--- src/sv/bpsd_pkg.sv ---
// bpsd_pkg: shared constants, result codes and the queue item type
// for the bmp pixel stream decoder; no dependencies
package bpsd_pkg;

    // default image size limit
    localparam int MAX_DIM_DEF = 2048;

    // stream widths
    localparam int S_TDATA_W = 8;
    localparam int M_TDATA_W = 56;
    localparam int KIND_W    = 2;
    localparam int PIX_W     = 11;
    localparam int COLOR_W   = 32;

    // header layout
    localparam logic [7:0] MAGIC_B   = 8'h42;
    localparam logic [7:0] MAGIC_M   = 8'h4D;
    localparam logic [5:0] OFF_MAG0  = 6'd0;
    localparam logic [5:0] OFF_MAG1  = 6'd1;
    localparam logic [5:0] OFF_WIDTH = 6'h12;
    localparam logic [5:0] OFF_HGT   = 6'h16;
    localparam logic [5:0] OFF_DEPTH = 6'h1C;
    localparam logic [5:0] HDR_LAST  = 6'd53;

    // supported pixel depths
    localparam logic [15:0] DEPTH_24 = 16'd24;
    localparam logic [15:0] DEPTH_32 = 16'd32;

    // result kinds
    localparam logic [KIND_W-1:0] KIND_PIXEL     = 2'd0;
    localparam logic [KIND_W-1:0] KIND_NOT_BMP   = 2'd1;
    localparam logic [KIND_W-1:0] KIND_BAD_DEPTH = 2'd2;
    localparam logic [KIND_W-1:0] KIND_BAD_SIZE  = 2'd3;

    // one result item as it travels from the parser to the output stage
    typedef struct packed {
        logic [KIND_W-1:0]  kind;
        logic [COLOR_W-1:0] pixel_color;
        logic [PIX_W-1:0]   pixel_row;
        logic [PIX_W-1:0]   pixel_col;
        logic               last_pixel;
    } item_t;

endpackage

--- src/sv/bpsd_front.sv ---
// bpsd_front: byte parser, header capture, pixel assembly and position counters
// depends on bpsd_pkg
module bpsd_front #(
    parameter int MAX_DIM = bpsd_pkg::MAX_DIM_DEF
) (
    input  logic                aclk,
    input  logic                aresetn,
    input  logic                in_valid,
    input  logic [7:0]          in_byte,
    input  logic                in_start,
    output logic                in_ready,
    input  logic                q_space,
    output logic                push,
    output bpsd_pkg::item_t     push_item
);

    localparam int DIM_W = $clog2(MAX_DIM + 1);

    localparam logic [1:0] PH_HEADER = 2'd0;
    localparam logic [1:0] PH_PIXEL  = 2'd1;
    localparam logic [1:0] PH_PAD    = 2'd2;
    localparam logic [1:0] PH_HALT   = 2'd3;

    logic [1:0]       phase_reg, phase_next;
    logic [5:0]       off_reg, off_next;
    logic [31:0]      width_reg, width_next;
    logic [31:0]      height_reg, height_next;
    logic [15:0]      depth_reg, depth_next;
    logic [23:0]      pix_reg, pix_next;
    logic [1:0]       bip_reg, bip_next;
    logic [1:0]       pad_reg, pad_next;
    logic [DIM_W-1:0] col_reg, col_next;
    logic [DIM_W-1:0] row_reg, row_next;

    logic             accept;
    logic [1:0]       eff_phase;
    logic [5:0]       eff_off;
    logic [31:0]      eff_width, eff_height;
    logic [15:0]      eff_depth;
    logic             res;
    bpsd_pkg::item_t  item;
    logic [DIM_W-1:0] w_lo, h_lo, frow;
    logic             bpp4, done_pix, last;
    logic [23:0]      pix_new;
    logic [7:0]       alpha;

    function automatic logic dim_bad(input logic [31:0] v);
        dim_bad = (v == 32'd0) || v[31] || (v > 32'(MAX_DIM));
    endfunction

    assign in_ready  = q_space;
    assign accept    = in_valid && q_space;
    assign push      = accept && res;
    assign push_item = item;

    always_comb begin
        // a start marker restarts the parser before the byte is used
        eff_phase  = in_start ? PH_HEADER : phase_reg;
        eff_off    = in_start ? 6'd0 : off_reg;
        eff_width  = in_start ? 32'd0 : width_reg;
        eff_height = in_start ? 32'd0 : height_reg;
        eff_depth  = in_start ? 16'd0 : depth_reg;

        phase_next  = eff_phase;
        off_next    = eff_off;
        width_next  = eff_width;
        height_next = eff_height;
        depth_next  = eff_depth;
        pix_next    = pix_reg;
        bip_next    = bip_reg;
        pad_next    = pad_reg;
        col_next    = col_reg;
        row_next    = row_reg;

        res  = 1'b0;
        item = '0;

        w_lo     = width_reg[DIM_W-1:0];
        h_lo     = height_reg[DIM_W-1:0];
        frow     = h_lo - {{(DIM_W-1){1'b0}}, 1'b1} - row_reg;
        bpp4     = (depth_reg == bpsd_pkg::DEPTH_32);
        done_pix = bpp4 ? (bip_reg == 2'd3) : (bip_reg == 2'd2);
        last     = (row_reg == h_lo - {{(DIM_W-1){1'b0}}, 1'b1})
                && (col_reg == w_lo - {{(DIM_W-1){1'b0}}, 1'b1});
        pix_new  = pix_reg;
        alpha    = 8'd0;
        case (bip_reg)
            2'd0: pix_new[7:0]   = in_byte;
            2'd1: pix_new[15:8]  = in_byte;
            2'd2: pix_new[23:16] = in_byte;
            default: alpha       = in_byte;
        endcase

        case (eff_phase)
            PH_HEADER: begin
                if ((eff_off == bpsd_pkg::OFF_MAG0 && in_byte != bpsd_pkg::MAGIC_B)
                        || (eff_off == bpsd_pkg::OFF_MAG1 && in_byte != bpsd_pkg::MAGIC_M)) begin
                    res        = 1'b1;
                    item.kind  = bpsd_pkg::KIND_NOT_BMP;
                    phase_next = PH_HALT;
                end else if (eff_off >= bpsd_pkg::HDR_LAST) begin
                    if (eff_depth != bpsd_pkg::DEPTH_24 && eff_depth != bpsd_pkg::DEPTH_32) begin
                        res        = 1'b1;
                        item.kind  = bpsd_pkg::KIND_BAD_DEPTH;
                        phase_next = PH_HALT;
                    end else if (dim_bad(eff_width) || dim_bad(eff_height)) begin
                        res        = 1'b1;
                        item.kind  = bpsd_pkg::KIND_BAD_SIZE;
                        phase_next = PH_HALT;
                    end else begin
                        phase_next = PH_PIXEL;
                        pix_next   = 24'd0;
                        bip_next   = 2'd0;
                        col_next   = '0;
                        row_next   = '0;
                    end
                end else begin
                    // little-endian capture of width, height and depth
                    case (eff_off)
                        bpsd_pkg::OFF_WIDTH:         width_next[7:0]   = in_byte;
                        bpsd_pkg::OFF_WIDTH + 6'd1:  width_next[15:8]  = in_byte;
                        bpsd_pkg::OFF_WIDTH + 6'd2:  width_next[23:16] = in_byte;
                        bpsd_pkg::OFF_WIDTH + 6'd3:  width_next[31:24] = in_byte;
                        bpsd_pkg::OFF_HGT:           height_next[7:0]   = in_byte;
                        bpsd_pkg::OFF_HGT + 6'd1:    height_next[15:8]  = in_byte;
                        bpsd_pkg::OFF_HGT + 6'd2:    height_next[23:16] = in_byte;
                        bpsd_pkg::OFF_HGT + 6'd3:    height_next[31:24] = in_byte;
                        bpsd_pkg::OFF_DEPTH:         depth_next[7:0]   = in_byte;
                        bpsd_pkg::OFF_DEPTH + 6'd1:  depth_next[15:8]  = in_byte;
                        default: ;
                    endcase
                    off_next = eff_off + 6'd1;
                end
            end
            PH_PAD: begin
                pad_next = pad_reg - 2'd1;
                if (pad_reg == 2'd1) begin
                    phase_next = PH_PIXEL;
                end
            end
            PH_PIXEL: begin
                if (!done_pix) begin
                    pix_next = pix_new;
                    bip_next = bip_reg + 2'd1;
                end else begin
                    res              = 1'b1;
                    item.kind        = bpsd_pkg::KIND_PIXEL;
                    item.pixel_color = {alpha, pix_new};
                    item.pixel_row   = bpsd_pkg::PIX_W'(frow);
                    item.pixel_col   = bpsd_pkg::PIX_W'(col_reg);
                    item.last_pixel  = last;
                    pix_next         = 24'd0;
                    bip_next         = 2'd0;
                    col_next         = col_reg + {{(DIM_W-1){1'b0}}, 1'b1};
                    if (last) begin
                        phase_next = PH_HALT;
                    end else if (col_reg == w_lo - {{(DIM_W-1){1'b0}}, 1'b1}) begin
                        col_next = '0;
                        row_next = row_reg + {{(DIM_W-1){1'b0}}, 1'b1};
                        // 24-bit rows pad by width mod 4, 32-bit rows never pad
                        if (!bpp4 && width_reg[1:0] != 2'd0) begin
                            pad_next   = width_reg[1:0];
                            phase_next = PH_PAD;
                        end
                    end
                end
            end
            default: ;
        endcase
    end

    always_ff @(posedge aclk) begin
        if (!aresetn) begin
            phase_reg  <= PH_HEADER;
            off_reg    <= 6'd0;
            width_reg  <= 32'd0;
            height_reg <= 32'd0;
            depth_reg  <= 16'd0;
            pix_reg    <= 24'd0;
            bip_reg    <= 2'd0;
            pad_reg    <= 2'd0;
            col_reg    <= '0;
            row_reg    <= '0;
        end else if (accept) begin
            phase_reg  <= phase_next;
            off_reg    <= off_next;
            width_reg  <= width_next;
            height_reg <= height_next;
            depth_reg  <= depth_next;
            pix_reg    <= pix_next;
            bip_reg    <= bip_next;
            pad_reg    <= pad_next;
            col_reg    <= col_next;
            row_reg    <= row_next;
        end
    end

    // the parser halts after the final pixel
    a_halt_after_last: assert property (@(posedge aclk) disable iff (!aresetn)
        push && push_item.last_pixel |=> phase_reg == PH_HALT)
        else $error("parser not halted after last pixel");

    // any error result halts the parser
    a_halt_after_err: assert property (@(posedge aclk) disable iff (!aresetn)
        push && push_item.kind != bpsd_pkg::KIND_PIXEL |=> phase_reg == PH_HALT)
        else $error("parser not halted after error");

    // padding phase always has bytes left to skip
    a_pad_nonzero: assert property (@(posedge aclk) disable iff (!aresetn)
        phase_reg == PH_PAD |-> pad_reg != 2'd0)
        else $error("padding phase with no bytes left");

endmodule

--- src/sv/bpsd_queue.sv ---
// bpsd_queue: two-entry item queue between the parser and the output stage
// depends on bpsd_pkg
module bpsd_queue (
    input  logic            aclk,
    input  logic            aresetn,
    input  logic            push,
    input  bpsd_pkg::item_t push_item,
    output logic            space,
    input  logic            pop_ready,
    output logic            head_valid,
    output bpsd_pkg::item_t head_item
);

    logic [1:0]      count_reg, count_next;
    bpsd_pkg::item_t q0_reg, q1_reg;
    logic            pop;

    assign space      = (count_reg != 2'd2);
    assign head_valid = (count_reg != 2'd0);
    assign head_item  = q0_reg;
    assign pop        = head_valid && pop_ready;

    always_comb begin
        count_next = count_reg + {1'b0, push} - {1'b0, pop};
    end

    always_ff @(posedge aclk) begin
        if (!aresetn) begin
            count_reg <= 2'd0;
        end else begin
            count_reg <= count_next;
        end
    end

    // payload shifts toward the head
    always_ff @(posedge aclk) begin
        if (pop) begin
            if (count_reg == 2'd2) begin
                q0_reg <= q1_reg;
                if (push) begin
                    q1_reg <= push_item;
                end
            end else if (push) begin
                q0_reg <= push_item;
            end
        end else if (push) begin
            if (count_reg == 2'd0) begin
                q0_reg <= push_item;
            end else begin
                q1_reg <= push_item;
            end
        end
    end

    a_count_range: assert property (@(posedge aclk) disable iff (!aresetn)
        count_reg != 2'd3)
        else $error("queue count out of range");

    a_no_overflow: assert property (@(posedge aclk) disable iff (!aresetn)
        push |-> count_reg != 2'd2)
        else $error("push into full queue");

endmodule

--- src/sv/bpsd_out.sv ---
// bpsd_out: output register stage driving the result stream
// depends on bpsd_pkg
module bpsd_out (
    input  logic                             aclk,
    input  logic                             aresetn,
    input  logic                             head_valid,
    input  bpsd_pkg::item_t                  head_item,
    output logic                             take,
    output logic                             m_axis_tvalid,
    input  logic                             m_axis_tready,
    output logic [bpsd_pkg::M_TDATA_W-1:0]   m_axis_tdata,
    output logic [bpsd_pkg::KIND_W-1:0]      m_axis_tuser,
    output logic                             m_axis_tlast
);

    logic            valid_reg;
    bpsd_pkg::item_t item_reg;

    assign take = !valid_reg || m_axis_tready;

    always_ff @(posedge aclk) begin
        if (!aresetn) begin
            valid_reg <= 1'b0;
        end else if (take) begin
            valid_reg <= head_valid;
        end
    end

    always_ff @(posedge aclk) begin
        if (take && head_valid) begin
            item_reg <= head_item;
        end
    end

    assign m_axis_tvalid = valid_reg;
    assign m_axis_tuser  = item_reg.kind;
    assign m_axis_tlast  = item_reg.last_pixel;
    assign m_axis_tdata  = {2'b00, item_reg.pixel_col, item_reg.pixel_row,
                            item_reg.pixel_color};

endmodule

--- src/sv/bmp_pixel_stream_decoder.sv ---
// bmp_pixel_stream_decoder: top level, byte-serial bmp header parser and pixel decoder
// depends on bpsd_pkg, bpsd_front, bpsd_queue, bpsd_out
// path: an accepted file byte's result is registered in the queue, then in the output register, before m_axis_tvalid
// throughput: one file byte per cycle while the queue has space, set by the single-byte parser step
// reset: synchronous active-low aresetn clears the parser to the header phase
// and empties the queue and output register; the first byte after reset is offset 0
module bmp_pixel_stream_decoder #(
    parameter int MAX_DIM = bpsd_pkg::MAX_DIM_DEF
) (
    input  logic                             aclk,
    input  logic                             aresetn,
    // file byte input
    input  logic                             s_axis_tvalid,
    output logic                             s_axis_tready,
    input  logic [bpsd_pkg::S_TDATA_W-1:0]   s_axis_tdata,  // [7:0] file_byte
    input  logic                             s_axis_tuser,  // [0] file_start
    // decoded result output
    output logic                             m_axis_tvalid,
    input  logic                             m_axis_tready,
    // [31:0] pixel_color, [42:32] pixel_row, [53:43] pixel_col, [55:54] zero
    output logic [bpsd_pkg::M_TDATA_W-1:0]   m_axis_tdata,
    output logic [bpsd_pkg::KIND_W-1:0]      m_axis_tuser,  // [1:0] kind
    output logic                             m_axis_tlast   // last_pixel
);

    // front to queue
    logic            push;
    bpsd_pkg::item_t push_item;
    logic            q_space;

    // queue to output stage
    logic            head_valid;
    bpsd_pkg::item_t head_item;
    logic            take;

    // parser: accepts bytes, captures header, assembles pixels and counts position
    bpsd_front #(
        .MAX_DIM (MAX_DIM)
    ) u_front (
        .aclk      (aclk),
        .aresetn   (aresetn),
        .in_valid  (s_axis_tvalid),
        .in_byte   (s_axis_tdata),
        .in_start  (s_axis_tuser),
        .in_ready  (s_axis_tready),
        .q_space   (q_space),
        .push      (push),
        .push_item (push_item)
    );

    // short queue so the parser keeps going while the output side stalls
    bpsd_queue u_queue (
        .aclk       (aclk),
        .aresetn    (aresetn),
        .push       (push),
        .push_item  (push_item),
        .space      (q_space),
        .pop_ready  (take),
        .head_valid (head_valid),
        .head_item  (head_item)
    );

    // registered output stage
    bpsd_out u_out (
        .aclk          (aclk),
        .aresetn       (aresetn),
        .head_valid    (head_valid),
        .head_item     (head_item),
        .take          (take),
        .m_axis_tvalid (m_axis_tvalid),
        .m_axis_tready (m_axis_tready),
        .m_axis_tdata  (m_axis_tdata),
        .m_axis_tuser  (m_axis_tuser),
        .m_axis_tlast  (m_axis_tlast)
    );

endmodule
--- config.mk ---
export PLATFORM = sky130hd
export DESIGN_NAME = bmp_pixel_stream_decoder
export DESIGN_NICKNAME = d
export VERILOG_FILES = /design/src/sv/bpsd_pkg.sv /design/src/sv/bpsd_front.sv /design/src/sv/bpsd_queue.sv /design/src/sv/bpsd_out.sv /design/src/sv/bmp_pixel_stream_decoder.sv
export SDC_FILE = /design/constraint.sdc
export NUM_CORES = 1
export LEC_CHECK = 0
export BUFFER_PORTS_ARGS = -buffer_cell sky130_fd_sc_hd__buf_2
export CORE_MARGIN = 4
export CORE_UTILIZATION = 40
export DETAILED_ROUTE_END_ITERATION = 8
export MAX_ROUTING_LAYER = met4
export SYNTH_ARGS = -nofsm -noshare
export SYNTH_HDL_FRONTEND = slang
export SYNTH_SLANG_ARGS = --single-unit
--- constraint.sdc ---
create_clock -name aclk -period 16.36 [get_ports aclk]
set_clock_uncertainty 0.1 [all_clocks]
set_input_delay 3.272 -clock aclk [delete_from_list [all_inputs] [get_ports aclk]]
set_output_delay 3.272 -clock aclk [all_outputs]
set_load 0.02 [all_outputs]
==> results of run 1 <==
==> cell type report <==
class | instances | area (µm²)
clock buffer | 48 | 933
clock inverter | 14 | 140
fill | 3288 | 18800
inverter | 31 | 116
multi-input combinational | 885 | 5710
sequential | 314 | 8000
tap | 455 | 569
timing repair buffer | 84 | 453
==> cell families after synthesis <==
group,after synthesis,synth area share (%)
flip-flops,314,56.5
AND/OR/NAND/NOR,491,16.6
AO/OA/AOI/OAI,245,12.4
multiplexers,84,6.14
buffers and inverters,126,3.52
adder cells (fa/ha/maj),28,2.53
other,1,0.0265
XOR/XNOR,35,2.26
==> metrics by stage <==
stage | power (µW) | worst slack [ns]
detailed placement | 1400 | 8.70
CTS | 2140 | 9.23
finish | 2110 | 9.20
global route | 2210 | 8.75
global placement | 1380 | 8.82
floorplan | 1280 | 8.20
==> how the worst min path moves through the flow <==
stage,end,slack [ns],cells past startpoint
final,u_out.m_axis_tdata[40],0.31,0
after global routing,u_out.m_axis_tdata[40],0.32,0
after CTS,u_out.m_axis_tdata[40],0.30,0
after detailed placement,u_out.m_axis_tdata[13],0.30,0
after global placement,u_out.m_axis_tlast,0.30,0
after floorplan,u_out.m_axis_tdata[0],0.30,0
==> per-layer routing <==
layer  vias up  global-route usage, %
li1       4879                      -
met2       210                   28.5
met5         -                      -
met1      4830                   21.6
met3        68                   2.68
met4         0                   5.74
==> power by group <==
| group | total (µW) | switching (µW) | internal (µW) |
|---|---|---|---|
| clock network | 737 | 304 | 433 |
| logic | 347 | 254 | 92.5 |
| registers | 1020 | 27.9 | 994 |
==> worst register-to-register path, stage by stage (launching register included) <==
cell and delay, ns:
dfxtp_1 0.37, nor4_1 0.84, mux2_2 0.41, nor3_1 0.33, a41o_1 0.35, nand3_1 0.82
nand2_1 1.05, nor2_1 0.13
==> cell usage in the layout (no fill, tap or decap), types with 21 or more instances in the layout <==
cell / Yosys / routed
o31ai_1: 34 / 34
a21oi_1: 34 / 34
clkbuf_16: 0 / 34
edfxtp_1: 171 / 171
nand3_1: 23 / 23
nand4_1: 28 / 28
mux2_2: 23 / 23
mux2i_1: 61 / 61
nor3_1: 27 / 27
and3_1: 23 / 22
o21ai_0: 24 / 23
xnor2_1: 21 / 21
nor2_1: 192 / 189
ha_1: 27 / 27
dfxtp_1: 143 / 143
nand2_1: 95 / 94
buf_2: 2 / 71
a22oi_1: 87 / 87
inv_1: 31 / 30
nor4_1: 21 / 21
==> flow_summary.toml, run 1 <==
[run_status]
outcome = "completed"

[yosys]
ys_ff_latch = 314
yosysWarnings = 0
synth_ff_type = "edfxtp_1"
async_flop_share_pct = 0
synth_top_area_share_pct = 36.2
ys_types = 68
synth.avg_cell_area_um2 = 10.7
synth_common_cells = "nor2_1 (192), edfxtp_1 (171), dfxtp_1 (143)"
synth.most_common_cell = "nor2_1"
syn_area_um2 = 14200
yosysSeqAreaShare_pct = 56.5
yosysTopAreaCell = "edfxtp_1"
ys_top_cells_by_area = "edfxtp_1 (36%), dfxtp_1 (20%), nor2_1 (5.1%)"
synth-edff-count = 171
netlist_instances = 1324

[clock_tree]
hold_buffers = 0
h-tree-depth = 2
clk_path_buf_depth = 3
clockRootBuffer = "clkbuf_16"
clock_latency_ns = 0.52
clkSlewWorstSetupHoldPaths_ns = 0.06
cts.sinks = 314
numCtsBuffers = 34
cts_tree = "built"
post_cts_buffers = 0
ctsResizeCount = 0

[floorplanning]
die_area_um2 = 38500
fp-row-count = 68
die_w_um = 196
start_util_pct = 40.8
fp.coreArea_um2 = 34700
io_pins = 74
fp.dieH_um = 196

[final_layout]
final_cells = 1831
final_cell_area_um2 = 15900
nets = 1391
layout-drive-gt1-share_pct = 13.4
antenna_cells = 0
syn_to_final_growth_pct = 12.4
post-route-util_pct = 45.9

[sta]
fin_hold_ws_ns = 0.306
tns_ns = 0
relSlewSlack_pct = 23.2
finalCritPeriodShare_pct = 43.8
finalCriticalPeriod_ns = 7.16
hold_viol = 0
setup_violations = 0
worstMarginPinSlew_ns = 1.15
rsz0062_at_grt = "false"
slew_viol_final = 0
fmax_mhz = 140

[power]
leakage_uw = 0.00569
vdd_drop_max_mv = 0.0724
p_per_area_nw_per_um2 = 132

[setup_path]
path_class = "input pin to register"
timing.rr.end = "u_front.pix_reg[10]"
startpoint = "s_axis_tuser"
cp_top_family = "simple AND/OR/NAND/NOR gates"
r2r_setup_slack_ns = 11.81
r2r_start = "u_front.height_reg[0]"
cp_cell_sequence = "buf_2, nand2b_1, inv_1, ha_1, or3b_2, nand4_1, nor3b_1, a41o_1, nand3_1, nand2_1, nor2_1"
crit_path_end = "u_front.pix_reg[10]"
cp.depth = 11
start_kind = "input pin"
cp_slowest_stage_delay_ns = 0.87
end_kind = "register"
worstPathMaxFanout = 40
arrival_ns = 7.50
rr_worst_depth = 7
required_ns = 16.70
path_buf_inv = 2
crit_slowest_cell = "nand3_1"

[drt]
viasPerCell = 5.45
vias = 9987
met1_length_mm = 14.5
drtIter0Drc = 721
wl_met3_mm = 1.31
wl_per_cell_um = 17.9
met2_length_mm = 15.8
postRouteAntennaNets = 0
routed_wl_mm = 32.7
first_pass_iters = 5
top_layer_used = "met4"
drc_errors = 0

[place]
placed_cells = 1769
dpl.hpwl_mm = 21.0
placed_cell_area_um2 = 14800
portBuffers = 71
gp_congestion = 0.904

[grt]
grt_pass1_vias = 9498
grt_max_degree = 96
grt_pass1_wl_mm = 52.4
grt-ovfl-total = 0
antenna_found_initial = 0
grt.total_usage_pct = 17.2

[min_path]
worstHoldPathType = "register to register"
hold_path.startpoint = "u_queue.head_item[20]"

[job]
drv_cap = 0
No activity file was read; power rests on OpenSTA's default activity.
==> run 2, diff against run 1 <==
clock period = 6.8 ns   (was 16.36 ns; I/O delays follow)
==> flow_summary.toml, run 2 (synthesis gave the netlist of run 1 again) <==
[min_path]
hold_path.startpoint = "u_queue.head_item[8]"
worstHoldPathType = "register to register"

[grt]
grt_pass1_wl_mm = 52.2
grt.total_usage_pct = 17.2
grt-ovfl-total = 0
antenna_found_initial = 0
grt_max_degree = 91
grt_pass1_vias = 9556

[job]
drv_cap = 0

[floorplanning]
fp.dieH_um = 196
fp-row-count = 68
die_area_um2 = 38500
die_w_um = 196
fp.coreArea_um2 = 34700
start_util_pct = 40.8
io_pins = 74

[setup_path]
end_kind = "register"
start_kind = "input pin"
r2r_start = "u_front.height_reg[0]"
required_ns = 7.15
cp_cell_sequence = "buf_2, nand2b_1, ha_1, or3b_2, nand4_1, nor3b_1, a41o_1, nand3_1, buf_4, a2111oi_1, mux2i_1"
crit_slowest_cell = "buf_2"
startpoint = "s_axis_tuser"
arrival_ns = 5.08
worstPathMaxFanout = 40
path_class = "input pin to register"
cp_slowest_stage_delay_ns = 0.54

[sta]
finalCriticalPeriod_ns = 4.73
worstMarginPinSlew_ns = 0.988
setup_violations = 0
slew_viol_final = 0
hold_viol = 0
fmax_mhz = 211
finalCritPeriodShare_pct = 69.6
rsz0062_at_grt = "false"
relSlewSlack_pct = 34.0
tns_ns = 0

[drt]
first_pass_iters = 5
postRouteAntennaNets = 0
vias = 9929
viasPerCell = 5.42
drtIter0Drc = 673
wl_per_cell_um = 17.7
routed_wl_mm = 32.4
drc_errors = 0

[final_layout]
layout-drive-gt1-share_pct = 13.5
antenna_cells = 0
final_cell_mix = "nor2_1 (189), edfxtp_1 (171), dfxtp_1 (143)"
final_common_cell = "nor2_1"
syn_to_final_growth_pct = 12.3
nets = 1394
final_cells = 1832
fillers = 3268

[clock_tree]
clkSlewWorstSetupHoldPaths_ns = 0.06
hold_buffers = 0
clockRootBuffer = "clkbuf_16"
h-tree-depth = 2
cts.sinks = 314
post_cts_buffers = 0
clock_latency_ns = 0.53
numCtsBuffers = 34
clk_path_buf_depth = 3
cts_tree = "built"
ctsResizeCount = 0

[place]
placed_cells = 1772
gp_congestion = 0.902
portBuffers = 71
dpl.hpwl_mm = 21.0

[power]
vdd_drop_max_mv = 0.290
leakage_uw = 0.00570
p_per_area_nw_per_um2 = 317

[run_status]
outcome = "completed"
[run 2: routing by layer]
layer	vias to the layer above	part of all wire, %	track usage [%]
met3	65	4.1	2.51
met4	0	3.6	6.70
li1	4896	-	-
met1	4756	45	21.8
met5	-	0	-
met2	212	47	27.9
[run 2: through the flow]
stage	util [%]	hold WS, ns	total power, µW	setup slack (ns)	area [µm²]
final	45.8	0.317	5040	2.07	15900
after global routing	45.8	0.322	5270	1.70	15900
after CTS	45.8	0.318	5120	2.13	15900
after detailed placement	42.8	0.305	3350	1.60	14900
after global placement	42.8	0.301	3340	1.75	14900
after floorplan	-	0.300	3080	0.552	14200
[run 2: power by group]
part	internal (µW)	switching (µW)	leakage (µW)
Clock	1010	735	0.000516
Sequential	2390	67.7	0.00280
Combinational	225	606	0.00238
Total	3630	1410	0.00570
[run 2: layout make-up]
| type | count | area (µm²) | share of cell area (%) |
|---|---|---|---|
| well taps | 455 | 569 | 3.58 |
| inverters | 31 | 116 | 0.731 |
| clock buffers | 47 | 941 | 5.91 |
| repair buffers | 87 | 475 | 2.99 |
| flip-flops and latches | 314 | 8000 | 50.3 |
| clock inverters | 13 | 108 | 0.676 |
| multi-input cells | 885 | 5710 | 35.9 |
[run 2: final timing paths]
kind / to / cells past startpoint / slack (ns)
worst min register to register: u_out.m_axis_tdata[50] / 0 / 0.32
worst max register to register: u_front.row_reg[6] / 12 / 2.65
worst min-delay path: u_out.m_axis_tdata[50] / 0 / 0.32
worst max-delay path: u_front.row_reg[6] / 11 / 2.07
[run 2: critical path, delay by kind of cell]
| family | cells | cell delay, ns |
|---|---|---|
| compound gates | 2 | 0.82 |
| simple gates | 5 | 1.49 |
| fa+ha+maj | 1 | 0.27 |
| mux | 1 | 0.23 |
| buf+inv | 2 | 0.91 |
==> run 3, diff against run 2 <==
ABC_AREA = 1   (was default)
clock period = 4.1 ns   (was 6.8 ns; I/O delays follow)
==> flow_summary.toml, run 3 <==
[run_status]
outcome = "completed"

[yosys]
netlist_instances = 1947
synth_top_area_share_pct = 32.8
ys_ff_latch = 314
syn_area_um2 = 15600
synth.avg_cell_area_um2 = 8.03
synth.most_common_cell = "nand2_1"
synth_ff_type = "edfxtp_1"
yosysSeqAreaShare_pct = 51.2
yosysWarnings = 0
synth_common_cells = "nand2_1 (589), nor2_1 (206), edfxtp_1 (171)"
async_flop_share_pct = 0
ys_types = 50
synth-edff-count = 171
ys_top_cells_by_area = "edfxtp_1 (33%), dfxtp_1 (18%), nand2_1 (14%)"
yosysTopAreaCell = "edfxtp_1"

[final_layout]
post-route-util_pct = 45.9
syn_to_final_growth_pct = 13.4
final_cell_area_um2 = 17700
final_common_cell = "nand2_1"
nets = 2033
regArea_um2 = 8000
multi_input_area_um2 = 6740
fillers = 3802
layout-drive-gt1-share_pct = 9.92
final_cell_mix = "nand2_1 (587), nor2_1 (202), edfxtp_1 (171)"

[grt]
grt-ovfl-total = 0
antenna_found_initial = 1
grt.total_usage_pct = 19.0
grt_pass1_wl_mm = 63.5
grt_max_degree = 100
grt_pass1_vias = 12300

[sta]
setup_violations = 0
rsz0062_at_grt = "false"
relSlewSlack_pct = 18.0
hold_viol = 0
worstMarginPinSlew_ns = 1.23
finalCriticalPeriod_ns = 3.27
tns_ns = 0
slew_viol_final = 0
finalCritPeriodShare_pct = 79.8
fmax_mhz = 306
setup_ws_ns = 0.827

[drt]
wl_per_cell_um = 15.4
routed_wl_mm = 39.0
postRouteAntennaNets = 0
viasPerCell = 5.17
drtIter0Drc = 1304
first_pass_iters = 6
vias = 13100
drc_errors = 0

[floorplanning]
io_pins = 74
fp.dieH_um = 206
fp.coreArea_um2 = 38600
start_util_pct = 40.5
fp-row-count = 72
die_w_um = 206
die_area_um2 = 42300

[power]
p_per_area_nw_per_um2 = 515
combPwrFrac_pct = 18.5
leakage_uw = 0.00688
seqPwrFrac_pct = 46.6
clkPwrFrac_pct = 35.0
totalPowerFinal_uw = 9130
power_switching_uw = 2690
vdd_drop_max_mv = 0.288
p_sw_share_pct = 29.4
internal_power_uw = 6440

[place]
portBuffers = 71
dpl.hpwl_mm = 25.7
gp_congestion = 0.951
placed_cell_area_um2 = 16600
place_ws_ns = 0.448

[setup_path]
required_ns = 4.42
startpoint = "u_front.height_reg[0]"
start_kind = "register"
r2r_start = "u_front.height_reg[0]"
crit_slowest_cell = "ha_1"
cp_slowest_stage_delay_ns = 0.39
worstPathMaxFanout = 5
cp_cell_sequence = "inv_1, ha_1, nand4_1, nor3_1, xor2_1, ha_1, nand4_1, nor4_1, nand4_1, nand2_1, inv_1, nand2_1, nor2_1, nor2_1, nor2_1"
path_class = "register to register"
arrival_ns = 3.60
end_kind = "register"

[clock_tree]
ctsResizeCount = 0
post_cts_buffers = 0
clockRootBuffer = "clkbuf_16"
hold_buffers = 0
cts_tree = "built"
clk_path_buf_depth = 3
cts.sinks = 314
clkSlewWorstSetupHoldPaths_ns = 0.06
clock_latency_ns = 0.54
h-tree-depth = 2
numCtsBuffers = 36

[job]
drv_cap = 0

[min_path]
worstHoldPathType = "register to register"
hold_path.startpoint = "u_queue.head_item[41]"
## run 3: cell types whose count changed after synthesis, moves of 23 or more
cell      delta
mux2_2      -23
nand3_1     +83
a22oi_1     -87
mux2i_1     -61
o21ai_0    +112
clkbuf_1    -26
and3_1      -23
inv_1       +93
o211ai_1    +25
nand2_1    +494
o31ai_1     -33
a21oi_1    +101
## run 3: final timing paths
| path | slack [ns] | endpoint | cells past startpoint |
|---|---|---|---|
| hold / removal | 0.30 | u_out.m_axis_tdata[18] | 0 |
| hold reg to reg | 0.30 | u_out.m_axis_tdata[18] | 0 |
| setup / recovery | 0.83 | u_front.row_reg[8] | 15 |
| setup reg to reg | 0.83 | u_front.row_reg[8] | 15 |
## run 3: cell type report
type / instances / area share [%]
sequential: 314 / 45.1
clock buffer: 44 / 5.25
antenna: 1 / 0.0141
multi-input combinational: 1398 / 38.0
inverter: 138 / 2.95
tap: 518 / 3.66
timing repair buffer: 104 / 3.68
clock inverter: 19 / 1.32
## run 3: layer usage
metal | up-vias | track usage, % | wire length, µm
li1 | 6625 | - | -
met1 | 6079 | 26.1 | 18700
met2 | 345 | 29.1 | 17300
met3 | 71 | 2.79 | 2080
met4 | 0 | 6.05 | 945
met5 | - | - | 0
## run 3: cells by family (layout without fill, tap and decap cells)
family / count (synthesis) / after routing / synth area share, %
compound gates: 344 / 344 / 12.5
flops: 314 / 314 / 51.2
fa+ha+maj: 28 / 28 / 2.29
simple gates: 996 / 996 / 26.3
other cells: 1 / 3 / 0.0240
buf+inv: 236 / 305 / 6.18
xor+xnor: 28 / 28 / 1.57
## run 3: critical path: cells and delay by family (launching register included)
kind                       cells  cell delay, ns
adders and majority gates      2            0.61
xor gates and xnor gates       1            0.12
buffers and inverters          2            0.26
and+or+nand+nor               10            1.72
DFF                            1            0.34
## run 3: per-stage QoR
step           hold WS, ns  cells
5_1_grt              0.322   2536
3_5_place_dp         0.305   2472
4_1_cts              0.304   2535
3_3_place_gp         0.302   2472
6_report             0.300   2536
2_1_floorplan        0.300   1948
## run 3: power groups by stage
stage	Clock, µW	Sequential, µW	Combinational, µW
3_5_place_dp	0	4330	1720
2_1_floorplan	0	4670	753
4_1_cts	3290	4260	1720
5_1_grt	3420	4310	1860
3_3_place_gp	0	4310	1700
6_report	3200	4250	1690
